`config.mk`:
```
export PLATFORM = sky130hd
export DESIGN_NAME = backlight_to_dim_alpha_core
export DESIGN_NICKNAME = d
export VERILOG_FILES = /design/src/hdl/bda_pkg.sv /design/src/hdl/backlight_to_dim_alpha_core.sv /design/src/hdl/bda_div.sv
export SDC_FILE = /design/constraint.sdc
export NUM_CORES = 1
export LEC_CHECK = 0
export BUFFER_PORTS_ARGS = -buffer_cell sky130_fd_sc_hd__buf_2
export CAP_MARGIN = 20
export CORE_UTILIZATION = 65
export CTS_CLUSTER_SIZE = 16
export DETAILED_ROUTE_END_ITERATION = 16
export PLACE_DENSITY = 0.78
export SLEW_MARGIN = 20
export SYNTH_ARGS = -nofsm -noshare
export SYNTH_HDL_FRONTEND = slang
export SYNTH_SLANG_ARGS = --single-unit
```
`constraint.sdc`:
```
create_clock -name clock -period 23.3 [get_ports clock]
set_clock_uncertainty 0.1 [all_clocks]
set_input_delay 6.99 -clock clock [delete_from_list [all_inputs] [get_ports clock]]
set_output_delay 6.99 -clock clock [all_outputs]
set_load 0.1 [all_outputs]
```
`src/hdl/bda_pkg.sv`:
```
// Shared types, constants and the breakpoint ROM of the backlight to dim-alpha block.
// Used by bda_div and backlight_to_dim_alpha_core. No other dependencies.
package bda_pkg;

   // Field widths.
   localparam int LVL_W   = 12;   // backlight level
   localparam int ALPHA_W = 8;    // alpha values and the override register
   localparam int BPL_W   = 10;   // breakpoint levels (up to 1023)

   // Breakpoint ROM.
   localparam int ROM_SIZE        = 20;
   localparam int TABLE_ENTRIES   = 20;
   localparam int LOW_LEVEL_LIMIT = 3;
   localparam int NUM_USED = (TABLE_ENTRIES > ROM_SIZE) ? ROM_SIZE :
                             ((TABLE_ENTRIES < 1) ? 1 : TABLE_ENTRIES);
   localparam int IDX_W = $clog2(ROM_SIZE + 1);

   localparam logic [BPL_W-1:0] BP_LEVEL [ROM_SIZE] = '{
      10'd0,   10'd1,   10'd2,   10'd3,   10'd4,   10'd6,   10'd10,  10'd20,
      10'd30,  10'd45,  10'd70,  10'd100, 10'd150, 10'd227, 10'd300, 10'd400,
      10'd500, 10'd600, 10'd800, 10'd1023
   };

   localparam logic [ALPHA_W-1:0] BP_ALPHA [ROM_SIZE] = '{
      8'hff, 8'hee, 8'he8, 8'he6, 8'he5, 8'he4, 8'he0, 8'hd5, 8'hce, 8'hc6,
      8'hb7, 8'had, 8'ha0, 8'h8a, 8'h80, 8'h6e, 8'h5b, 8'h50, 8'h38, 8'h18
   };

   // Divider widths: dividends stay below 2^20, divisors below 2^10.
   localparam int DIVD_W = 20;
   localparam int DSR_W  = 10;
   localparam int DCNT_W = $clog2(DIVD_W);

   // Signed widths of the interpolation terms.
   localparam int LINH_W = 10;
   localparam int CORR_W = 11;
   localparam int SUM_W  = 12;

   typedef struct packed {
      logic              start;
      logic [DIVD_W-1:0] dividend;
      logic [DSR_W-1:0]  divisor;
   } div_req_type;

   typedef struct packed {
      logic              busy;
      logic              done;
      logic [DIVD_W-1:0] quotient;
   } div_rsp_type;

   typedef enum logic [2:0] {
      S_IDLE,
      S_SCAN,
      S_MUL_LIN,
      S_DIV_LIN,
      S_DIV_Q1,
      S_DIV_CORR,
      S_SUM,
      S_DONE
   } state_type;

   // ROM reads; an index past the ROM reads as zero.
   function automatic logic [BPL_W-1:0] rom_level(input logic [IDX_W-1:0] idx);
      logic [BPL_W-1:0] val;
      val = '0;
      if (idx < IDX_W'(ROM_SIZE)) begin
         val = BP_LEVEL[idx];
      end
      return val;
   endfunction

   function automatic logic [ALPHA_W-1:0] rom_alpha(input logic [IDX_W-1:0] idx);
      logic [ALPHA_W-1:0] val;
      val = '0;
      if (idx < IDX_W'(ROM_SIZE)) begin
         val = BP_ALPHA[idx];
      end
      return val;
   endfunction

endpackage

```
`src/hdl/backlight_to_dim_alpha_core.sv`:
```
// Top level of the backlight to dim-alpha block: sequencer, breakpoint scan and datapath.
// Depends on bda_pkg and instantiates bda_div (the shared divider).
//
//  channel | ports                                      | direction | handshake
//  --------+--------------------------------------------+-----------+-----------------------
//  request | req_backlight_level, req_hbm_active        | in        | req_valid / req_stall
//  result  | rsp_layer_alpha                            | out       | rsp_valid / rsp_stall
//  config  | csr_wr_data (alpha_override)               | in        | csr_wr_en, no wait
//
// A request that needs no interpolation (flag clear, override set, or level of 3 or less)
// goes straight from idle to the finish state. An interpolated request runs a breakpoint
// scan of one ROM entry per cycle, followed by three passes through the shared 20-bit
// restoring divider (only one pass when both alphas of the segment are equal). A level
// above the last breakpoint takes only the scan. Reset is synchronous; it clears the
// override, the saved alpha and all control state. A stalled result waits in the output
// register, and the next request is already taken meanwhile.
module backlight_to_dim_alpha_core (
   input  logic                        clock,
   input  logic                        reset,

   input  logic                        req_valid,
   output logic                        req_stall,
   input  logic [bda_pkg::LVL_W-1:0]   req_backlight_level,
   input  logic                        req_hbm_active,

   output logic                        rsp_valid,
   input  logic                        rsp_stall,
   output logic [bda_pkg::ALPHA_W-1:0] rsp_layer_alpha,

   input  logic                        csr_wr_en,
   input  logic [bda_pkg::ALPHA_W-1:0] csr_wr_data
);

   // Control state.
   bda_pkg::state_type                 state_ff, state_in;
   logic                               rsp_valid_ff, rsp_valid_in;
   logic [bda_pkg::ALPHA_W-1:0]        override_ff, override_in;
   logic [bda_pkg::ALPHA_W-1:0]        saved_ff, saved_in;

   // Payload registers.
   logic [bda_pkg::ALPHA_W-1:0]        rsp_alpha_ff, rsp_alpha_in;
   logic [bda_pkg::LVL_W-1:0]          level_ff, level_in;
   logic [bda_pkg::IDX_W-1:0]          idx_ff, idx_in;
   logic [bda_pkg::BPL_W-1:0]          xa_ff, xa_in;
   logic [bda_pkg::BPL_W-1:0]          xb_ff, xb_in;
   logic [bda_pkg::ALPHA_W-1:0]        ya_ff, ya_in;
   logic [bda_pkg::ALPHA_W-1:0]        yb_ff, yb_in;
   logic signed [bda_pkg::LINH_W-1:0]  linh_ff, linh_in;
   logic signed [bda_pkg::CORR_W-1:0]  corr_ff, corr_in;
   logic [bda_pkg::ALPHA_W-1:0]        result_ff, result_in;

   // Datapath terms.
   logic                               accept;
   logic [bda_pkg::BPL_W-1:0]          t_off;      // level minus the lower breakpoint
   logic [bda_pkg::BPL_W-1:0]          s_off;      // upper breakpoint minus the level
   logic [bda_pkg::BPL_W-1:0]          dx;
   logic                               dy_neg;
   logic                               dy_zero;
   logic [bda_pkg::ALPHA_W-1:0]        dy_mag;
   logic [bda_pkg::BPL_W-1:0]          mul_a, mul_b;
   logic [2*bda_pkg::BPL_W-1:0]        product;
   logic [bda_pkg::LINH_W-1:0]         half_mag;
   logic signed [bda_pkg::SUM_W-1:0]   sum;
   logic [bda_pkg::BPL_W-1:0]          scan_level;

   bda_pkg::div_req_type               div_req;
   bda_pkg::div_rsp_type               div_rsp;

   bda_div u_div (
      .clock   (clock),
      .reset   (reset),
      .div_req (div_req),
      .div_rsp (div_rsp)
   );

   assign req_stall       = (state_ff != bda_pkg::S_IDLE);
   assign accept          = req_valid && !req_stall;
   assign rsp_valid       = rsp_valid_ff;
   assign rsp_layer_alpha = rsp_alpha_ff;

   // Segment geometry. The scan guarantees xa < level <= xb, so all three stay in range.
   assign t_off   = level_ff[bda_pkg::BPL_W-1:0] - xa_ff;
   assign s_off   = xb_ff - level_ff[bda_pkg::BPL_W-1:0];
   assign dx      = xb_ff - xa_ff;
   assign dy_neg  = (yb_ff < ya_ff);
   assign dy_zero = (yb_ff == ya_ff);
   assign dy_mag  = dy_neg ? (ya_ff - yb_ff) : (yb_ff - ya_ff);

   // The single multiplier feeds the divider, which registers it on launch.
   assign product = mul_a * mul_b;

   // Rounding of the linear term: lin/2 + lin%2 with truncation is the magnitude
   // rounded up, carrying the sign of the alpha step.
   assign half_mag = {1'b0, div_rsp.quotient[bda_pkg::LINH_W-1:1]}
                   + {{(bda_pkg::LINH_W-1){1'b0}}, div_rsp.quotient[0]};

   // Final sum of the segment start, the rounded linear term and the correction.
   assign sum = $signed({{(bda_pkg::SUM_W-bda_pkg::ALPHA_W){1'b0}}, ya_ff})
              + $signed({{(bda_pkg::SUM_W-bda_pkg::LINH_W){linh_ff[bda_pkg::LINH_W-1]}},
                         linh_ff})
              + $signed({{(bda_pkg::SUM_W-bda_pkg::CORR_W){corr_ff[bda_pkg::CORR_W-1]}},
                         corr_ff});

   assign scan_level = bda_pkg::rom_level(idx_ff);

   always_comb begin
      state_in     = state_ff;
      rsp_valid_in = rsp_valid_ff;
      override_in  = override_ff;
      saved_in     = saved_ff;
      rsp_alpha_in = rsp_alpha_ff;
      level_in     = level_ff;
      idx_in       = idx_ff;
      xa_in        = xa_ff;
      xb_in        = xb_ff;
      ya_in        = ya_ff;
      yb_in        = yb_ff;
      linh_in      = linh_ff;
      corr_in      = corr_ff;
      result_in    = result_ff;

      mul_a            = t_off;
      mul_b            = s_off;
      div_req.start    = 1'b0;
      div_req.dividend = {product[2*bda_pkg::BPL_W-2:0], 1'b0};
      div_req.divisor  = dx;

      if (csr_wr_en) begin
         override_in = csr_wr_data;
      end

      // The output register drains independently of the sequencer.
      if (rsp_valid_ff && !rsp_stall) begin
         rsp_valid_in = 1'b0;
      end

      case (state_ff)
         bda_pkg::S_IDLE: begin
            if (accept) begin
               level_in = req_backlight_level;
               idx_in   = '0;
               if (!req_hbm_active) begin
                  result_in = '0;
                  state_in  = bda_pkg::S_DONE;
               end else if (override_ff != '0) begin
                  result_in = override_ff;
                  state_in  = bda_pkg::S_DONE;
               end else if (req_backlight_level <=
                            bda_pkg::LVL_W'(bda_pkg::LOW_LEVEL_LIMIT)) begin
                  result_in = saved_ff;
                  state_in  = bda_pkg::S_DONE;
               end else begin
                  state_in  = bda_pkg::S_SCAN;
               end
            end
         end

         bda_pkg::S_SCAN: begin
            // One ROM entry per cycle, looking for the first breakpoint at or above
            // the level.
            if (idx_ff == bda_pkg::IDX_W'(bda_pkg::NUM_USED)) begin
               // Above the last breakpoint in use: clamp to its alpha.
               result_in = bda_pkg::rom_alpha(bda_pkg::IDX_W'(bda_pkg::NUM_USED - 1));
               saved_in  = result_in;
               state_in  = bda_pkg::S_DONE;
            end else if ({{(bda_pkg::LVL_W-bda_pkg::BPL_W){1'b0}}, scan_level}
                         >= level_ff) begin
               if (idx_ff == '0) begin
                  result_in = bda_pkg::rom_alpha('0);
                  saved_in  = result_in;
                  state_in  = bda_pkg::S_DONE;
               end else begin
                  xa_in    = bda_pkg::rom_level(idx_ff - 1'b1);
                  xb_in    = scan_level;
                  ya_in    = bda_pkg::rom_alpha(idx_ff - 1'b1);
                  yb_in    = bda_pkg::rom_alpha(idx_ff);
                  state_in = bda_pkg::S_MUL_LIN;
               end
            end else begin
               idx_in = idx_ff + 1'b1;
            end
         end

         bda_pkg::S_MUL_LIN: begin
            // Linear term: 2*|dy|*(x - xa) / dx.
            mul_a           = {{(bda_pkg::BPL_W-bda_pkg::ALPHA_W){1'b0}}, dy_mag};
            mul_b           = t_off;
            div_req.start   = 1'b1;
            div_req.divisor = dx;
            state_in        = bda_pkg::S_DIV_LIN;
         end

         bda_pkg::S_DIV_LIN: begin
            if (div_rsp.done) begin
               linh_in = dy_neg ? -$signed(half_mag) : $signed(half_mag);
               if (dy_zero) begin
                  corr_in  = '0;
                  state_in = bda_pkg::S_SUM;
               end else begin
                  // Quadratic product 2*(x - xa)*(xb - x), divided by |dy|.
                  mul_a           = t_off;
                  mul_b           = s_off;
                  div_req.start   = 1'b1;
                  div_req.divisor = {{(bda_pkg::DSR_W-bda_pkg::ALPHA_W){1'b0}}, dy_mag};
                  state_in        = bda_pkg::S_DIV_Q1;
               end
            end
         end

         bda_pkg::S_DIV_Q1: begin
            if (div_rsp.done) begin
               div_req.start    = 1'b1;
               div_req.dividend = div_rsp.quotient;
               div_req.divisor  = dx;
               state_in         = bda_pkg::S_DIV_CORR;
            end
         end

         bda_pkg::S_DIV_CORR: begin
            if (div_rsp.done) begin
               // The first division leaves the sign opposite to dy; dividing by xa - xb
               // (negative) flips it back, so the correction carries the sign of dy.
               corr_in = dy_neg
                       ? -$signed({1'b0, div_rsp.quotient[bda_pkg::CORR_W-2:0]})
                       :  $signed({1'b0, div_rsp.quotient[bda_pkg::CORR_W-2:0]});
               state_in = bda_pkg::S_SUM;
            end
         end

         bda_pkg::S_SUM: begin
            if (sum < 0) begin
               result_in = '0;
            end else if (sum > bda_pkg::SUM_W'(255)) begin
               result_in = '1;
            end else begin
               result_in = sum[bda_pkg::ALPHA_W-1:0];
            end
            saved_in = result_in;
            state_in = bda_pkg::S_DONE;
         end

         bda_pkg::S_DONE: begin
            if (!rsp_valid_ff || !rsp_stall) begin
               rsp_valid_in = 1'b1;
               rsp_alpha_in = result_ff;
               state_in     = bda_pkg::S_IDLE;
            end
         end

         default: begin
            state_in = bda_pkg::S_IDLE;
         end
      endcase
   end

   always_ff @(posedge clock) begin
      if (reset) begin
         state_ff     <= bda_pkg::S_IDLE;
         rsp_valid_ff <= 1'b0;
         override_ff  <= '0;
         saved_ff     <= '0;
      end else begin
         state_ff     <= state_in;
         rsp_valid_ff <= rsp_valid_in;
         override_ff  <= override_in;
         saved_ff     <= saved_in;
      end
   end

   always_ff @(posedge clock) begin
      rsp_alpha_ff <= rsp_alpha_in;
      level_ff     <= level_in;
      idx_ff       <= idx_in;
      xa_ff        <= xa_in;
      xb_ff        <= xb_in;
      ya_ff        <= ya_in;
      yb_ff        <= yb_in;
      linh_ff      <= linh_in;
      corr_ff      <= corr_in;
      result_ff    <= result_in;
   end

   // The saved alpha only moves when an interpolation or a clamp finishes.
   a_saved_source: assert property (@(posedge clock) disable iff (reset)
      (!$past(reset) && !$stable(saved_ff)) |->
         ($past(state_ff) == bda_pkg::S_SUM || $past(state_ff) == bda_pkg::S_SCAN))
      else $error("saved alpha changed outside of a computation");

   // Divider completions are only ever seen while the sequencer waits for one.
   a_div_done_wait: assert property (@(posedge clock) disable iff (reset)
      div_rsp.done |->
         (state_ff == bda_pkg::S_DIV_LIN || state_ff == bda_pkg::S_DIV_Q1 ||
          state_ff == bda_pkg::S_DIV_CORR))
      else $error("divider result arrived outside a wait state");

   // Leaving the finish state always hands a result to the output register.
   a_done_loads: assert property (@(posedge clock) disable iff (reset)
      (state_ff == bda_pkg::S_DONE && state_in == bda_pkg::S_IDLE) |=> rsp_valid_ff)
      else $error("result lost when returning to idle");

endmodule

```
`src/hdl/bda_div.sv`:
```
// Iterative restoring divider, one quotient bit per cycle, unsigned operands.
// Depends on bda_pkg for widths and the request/response structs.
module bda_div (
   input  logic                 clock,
   input  logic                 reset,
   input  bda_pkg::div_req_type div_req,
   output bda_pkg::div_rsp_type div_rsp
);

   logic                         busy_ff, busy_in;
   logic                         done_ff, done_in;
   logic [bda_pkg::DCNT_W-1:0]   cnt_ff, cnt_in;
   logic [bda_pkg::DSR_W-1:0]    rem_ff, rem_in;
   logic [bda_pkg::DIVD_W-1:0]   quo_ff, quo_in;
   logic [bda_pkg::DSR_W-1:0]    dsr_ff, dsr_in;

   logic [bda_pkg::DSR_W:0]      shifted;
   logic [bda_pkg::DSR_W:0]      diff;
   logic                         fits;

   always_comb begin
      shifted = {rem_ff, quo_ff[bda_pkg::DIVD_W-1]};
      diff    = shifted - {1'b0, dsr_ff};
      fits    = (shifted >= {1'b0, dsr_ff});

      busy_in = busy_ff;
      done_in = 1'b0;
      cnt_in  = cnt_ff;
      rem_in  = rem_ff;
      quo_in  = quo_ff;
      dsr_in  = dsr_ff;

      if (div_req.start) begin
         busy_in = 1'b1;
         cnt_in  = '0;
         rem_in  = '0;
         quo_in  = div_req.dividend;
         dsr_in  = div_req.divisor;
      end else if (busy_ff) begin
         // The partial remainder stays below the divisor, so it fits DSR_W bits.
         rem_in = fits ? diff[bda_pkg::DSR_W-1:0] : shifted[bda_pkg::DSR_W-1:0];
         quo_in = {quo_ff[bda_pkg::DIVD_W-2:0], fits};
         cnt_in = cnt_ff + 1'b1;
         if (cnt_ff == bda_pkg::DCNT_W'(bda_pkg::DIVD_W - 1)) begin
            busy_in = 1'b0;
            done_in = 1'b1;
         end
      end
   end

   always_ff @(posedge clock) begin
      if (reset) begin
         busy_ff <= 1'b0;
         done_ff <= 1'b0;
         cnt_ff  <= '0;
      end else begin
         busy_ff <= busy_in;
         done_ff <= done_in;
         cnt_ff  <= cnt_in;
      end
   end

   always_ff @(posedge clock) begin
      rem_ff <= rem_in;
      quo_ff <= quo_in;
      dsr_ff <= dsr_in;
   end

   assign div_rsp.busy     = busy_ff;
   assign div_rsp.done     = done_ff;
   assign div_rsp.quotient = quo_ff;

   // A new division is only launched while the unit is free.
   a_start_idle: assert property (@(posedge clock) disable iff (reset)
      div_req.start |-> !busy_ff)
      else $error("divider started while busy");

   // A launch makes the unit busy on the next cycle.
   a_start_busy: assert property (@(posedge clock) disable iff (reset)
      div_req.start |=> busy_ff)
      else $error("divider did not go busy after start");

   // Completion is a single-cycle pulse and never overlaps busy.
   a_done_pulse: assert property (@(posedge clock) disable iff (reset)
      done_ff |-> (!busy_ff && !$past(done_ff)))
      else $error("divider done is not a clean pulse");

endmodule
```
* Yosys cells after proc, flatten, opt, wreduce, memory -nomap -nowiden *
Memory sizes are Yosys's and may differ from the RTL's. A register that Yosys moved wholly into a read port is not among the register bits.
Cells that the tools add are included.
W data, S select, Z words.

cells by class
  add/sub/neg operators = 14
  $mul = 1
  order comparisons = 9
  eq/ne operators = 22
  muxes and demuxes = 58
  bitwise gates (word level) = 5
  reduce and logical (&&, ||, !) cells = 30

operator list
  operator               number
  $mux W10               9
  $mux W8                10
  $mux W20               3
  $mux W11               4
  $sub A10 B10 Y10       4
  $mux W3                11
  $mux W31               1
  $pmux W3 S8            1
  $pmux W8 S3            1
  $pmux W11 S2           1
  $pmux W10 S2           1
  $mul A10 B10 Y19       1
  $pmux W8 S2            1
  $sub A8 B8 Y8          2
  $mux W5                3
  $add A11 B11 Y12       1
  $eq A3 B3 Y1 const B   4
  $ge A10 B12 Y1         1
  $gt A12 B9 Y1 const B  1
  $le A12 B2 Y1 const B  1
  $lt A12 B1 Y1 const B  1
  $not A5 Y6             2
  $reduce_and A4 Y1      3
  $add A9 B10 Y11        1
  other kinds (36)       71

storage, ports and cells
  register bits = 131
  memory bits (read-only) = 1152
  input port bits = 26
  output and inout port bits = 10
  logic and storage cells = 160
  memories = 4

memory list
  name              depth  bits a word  rd ports  clocked after Yosys merged registers in  wr ports  line           text
  (name not given)  32     10           1         1                                        0         bda_pkg.sv:67  val = BP_LEVEL[idx];
  (name not given)  32     10           1         0                                        0         bda_pkg.sv:67
  (name not given)  32     8            1         1                                        0         bda_pkg.sv:76  val = BP_ALPHA[idx];
  (name not given)  32     8            1         1                                        0         bda_pkg.sv:76

* Depth between registers and ports, before layout *
  word-level depth = 9
  gate-level depth with buffers = 34
  gate-level depth less buffers = 33

* By module *
A second synthesis with hierarchy kept.

unflattened totals
  cell total of the unflattened synthesis = 1560
  area total of the unflattened synthesis = 14455.1 µm²

by module, submodules not included
  module                       times used  cells each  area an instance (µm²)  seq. area each (µm²)
  backlight_to_dim_alpha_core  1           1358        12077.8                 3103.0
  bda_div                      1           202         2377.3                  1241.2

* Worst setup path before layout *
Ideal clock, no wire load.

  path type = input to register
  start point = in req_backlight_level[2] (netlist bit)
  end point = reg result_ff[0] (netlist bit), enable pin
  library setup time = 0.388 ns
  arrival = 8.264 ns
  data required time = 22.812 ns
  path slack = 14.548 ns
  stages = 5
  buffers on the path = 0
  cell sequence = nor4_1 nand3_1 nand3_1 nand2_1 a221oi_1

between the ends
  cells in the longest elaborated chain, start to end = 3

ends and longest elaborated chain
  what                         line                                text
  start: declaration           backlight_to_dim_alpha_core.sv:23   input logic [bda_pkg::LVL_W-1:0] req_backlight_level,
  $le A12 B2 Y1                backlight_to_dim_alpha_core.sv:148  end else if (req_backlight_level <=
  $ne A4 B4 Y1 (no line)       --
  $reduce_and A5 Y1 (no line)  --
  end signal: assignment       backlight_to_dim_alpha_core.sv:280  result_ff <= result_in;
  end: declaration             backlight_to_dim_alpha_core.sv:50   logic [bda_pkg::ALPHA_W-1:0] result_ff, result_in;

Every way passes these cells.
A chain may end at the register's enable or synchronous reset.

* Final worst setup path *
  start point = reg state_ff[1]
  end point = out req_stall

between the ends
  cells in the longest elaborated chain, start to end = 1

ends and longest elaborated chain
  what                      line                                text
  start: declaration        backlight_to_dim_alpha_core.sv:35   bda_pkg::state_type state_ff, state_in;
  start signal: assignment  backlight_to_dim_alpha_core.sv:258  state_ff <= bda_pkg::S_IDLE;
  start signal: assignment  backlight_to_dim_alpha_core.sv:263  state_ff <= state_in;
  $reduce_bool A3 Y1        backlight_to_dim_alpha_core.sv:76   assign req_stall = (state_ff != bda_pkg::S_IDLE);
  end: declaration          backlight_to_dim_alpha_core.sv:22   output logic req_stall,

Every way passes these cells.

==> out/results.tsv <==
stage	metric	value	unit
run_status	outcome	finished clean	
die	ios	36	
global_route	grt_start_max_net_pins	38	
clock_network	clk_path_buf_depth	2	
final_layout	final_nets	1747	
timing	finalSetupViolCount	0	
setup_path	slowest_delay	650	ps
synthesis	ys.flop_type	edfxtp_1	
place	port_buffers	35	
setup_path	worstPathMaxFanout	18	
die	fp.coreArea	0.0210	mm2
setup_path	crit_type	flip-flop to primary output	
global_route	antenna_found_initial	0	
die	die_h	148	um
setup_path	worstSetupEndpointType	primary output	
synthesis	async_reset_ff_frac	0	
global_route	grt_first_pass_wirelength	52500	um
synthesis	synth_seq_cells	157	
run	cap_viol_max_count	0	
route	drt-initial-drc-count	1102	
synthesis	postSynthCellCount	1490	
timing	drv_slew	0	
timing	finalHoldViolations	0	
synthesis	synth_edf_count	120	
setup_path	slowest_stage	dfxtp_1	
place	gp_congestion	0.939	
global_route	grt_pass1_vias	10400	
setup_path	worstPathRequired	16210	ps
clock_network	clock_latency	440	ps
setup_path	start_kind	flip-flop	
clock_network	cts_setup_buffers	0	
clock_network	numClockSinks	157	
route	ant_nets	0	
place	post-dp-hpwl	24500	um
global_route	grtUsageTotal	0.308	
final_layout	antennaDiodeCount	0	
route	first_pass_iters	5	
route	wl	32000	um
setup_path	crit_path_cell_trace	nor3_1, inv_1, buf_2	
final_layout	layout-drive-gt1-share	0.0648	
timing	max-slew-margin-rel	0.354	
clock_network	cts_tree	done	
setup_path	arrival	1780	ps
die	die_w	148	um
die	num_rows	53	
timing	min_period	8870	ps
route	drc_errors	0	
synthesis	syn_area	0.0138	mm2
timing	worst_slew_pin_slew	969	ps
synthesis	synth_seq_area_share	0.314	
synthesis	synth_fp_nets	1738	
die	start_util	0.661	
timing	fin_tns_setup	0	ps
clock_network	cts-resized-gates	0	
route	vias_per_cell	6.10	
route	post_drt_wl_per_cell	17.9	um
global_route	grt_overflow	0	
final_layout	syn_to_final_growth	7.12	%
die	dieArea	0.0219	mm2
clock_network	root_buffer	clkbuf_16	
timing	clock.fmax	113	MHz
clock_network	htreeDepth	4	
timing	fin_crit_sh	0.381	
clock_network	cts_buffers	17	
route	vias	10900	
synthesis	synth_warnings	0	
synthesis	ys_types	73	
timing	rsz0062_at_grt	false	
worst_hold_path	min_path_type	flip-flop to flip-flop	
synthesis	avgSynthCellArea	9.29	um2
clock_network	cts_hold_buf	0	
clock_network	clk_transition_reported_paths	70	ps
[cell usage in the layout (no fill, tap or decap), types with 23 or more instances in the layout]
cell type  instances
inv_1            165
ha_1             146
nor2_1           143
edfxtp_1         120
nand2_1          107
a21oi_1           91
fa_1              76
o21ai_0           69
xnor2_1           56
dfxtp_1           37
buf_2             36
nand2b_1          34
nor3_1            30
xor2_1            29
mux2i_1           28
nand3_1           23
nor2b_1           23
[sequential cells by signal, summed over array words and instances, names as in the netlist, 3 cells and up]
register         flops
level_ff            12
yb_ff                8
result_ff            8
state_ff             3
ya_ff                8
rsp_layer_alpha      8
override_ff          8
xa_ff               10
u_div.quo_ff        20
u_div.rem_ff        10
u_div.dsr_ff        10
xb_ff               10
linh_ff             10
corr_ff             11
u_div.cnt_ff         5
idx_ff               5
saved_ff             8
[final timing paths]
check | from | endpoint | slack [ps] | cells after the start
worst min register to register | result_ff[2]$_DFFE_PP_ | rsp_layer_alpha[2]$_DFFE_PP_ | 320 | 0
worst max-delay path | state_ff[1]$_SDFFE_PP0P_ | req_stall | 14430 | 3
worst max register to register | ya_ff[5]$_SDFFCE_PP0P_ | u_div.quo_ff[18]$_DFFE_PP_ | 14530 | 31
worst min-delay path | result_ff[2]$_DFFE_PP_ | rsp_layer_alpha[2]$_DFFE_PP_ | 320 | 0
[synth_stat cells, types with 12 or more instances]
master	count	share of area
nor3_1	32	0.012
nand3_1	23	0.0083
nor2b_1	23	0.010
or3_1	14	0.0063
mux2i_1	28	0.020
o31ai_1	13	0.0070
o21ai_0	69	0.025
xor2_1	30	0.019
a31oi_1	12	0.0054
edfxtp_1	120	0.26
fa_1	76	0.11
a21oi_1	91	0.033
o21a_1	12	0.0065
inv_1	165	0.045
dfxtp_1	37	0.053
a21o_1	20	0.011
nand2b_1	34	0.015
ha_1	146	0.13
nor2_1	143	0.039
clkbuf_1	42	0.011
xnor2_1	56	0.035
nand2_1	107	0.029
and3_1	17	0.0077
o22ai_1	20	0.0090
[critical path: cells and delay by family (launching register included)]
kind | cells | cell delay, ps
buffers and inverters | 2 | 540
DFF | 1 | 650
and+or+nand+nor | 1 | 160
[per-layer routing]
metal / GRT usage / vias up / share of wire
met1: 0.416 / 5224 / 0.43
met3: 0.0509 / 60 / 0.062
met2: 0.501 / 377 / 0.48
met5: 0 / - / 0
met4: 0.110 / 0 / 0.025
li1: - / 5232 / -
[cell families after synthesis]
logic type | count (synthesis) | synth area share
xor gates and xnor gates | 86 | 0.0544
buffers and inverters | 221 | 0.0607
DFF | 157 | 0.314
AOI/OAI and AO/OA | 331 | 0.155
adders and majority gates | 222 | 0.242
muxes | 32 | 0.0237
and+or+nand+nor | 441 | 0.151
[layout make-up]
cell class,instances,area [um2]
multi-input combinational,1112,8680
fill,1628,6120
sequential,157,4340
inverter,167,627
clock buffer,17,425
tap,275,344
timing repair buffer,44,240
clock inverter,15,173
[metrics by stage]
stage / utilization / setup slack [ps] / cell area (um2) / cells / hold slack (ps)
global route: 0.708 / 14020 / 14800 / 1787 / 328
CTS: 0.707 / 14460 / 14800 / 1787 / 322
finish: 0.708 / 14430 / 14800 / 1787 / 322
global placement: 0.679 / 13820 / 14200 / 1754 / 303
floorplan: - / 14550 / 13800 / 1490 / 300
detailed placement: 0.679 / 14000 / 14200 / 1755 / 305
Power is left out: the tool's default activity adds up to more than one toggle a clock period on the data nets, which glitch-free logic cannot reach.
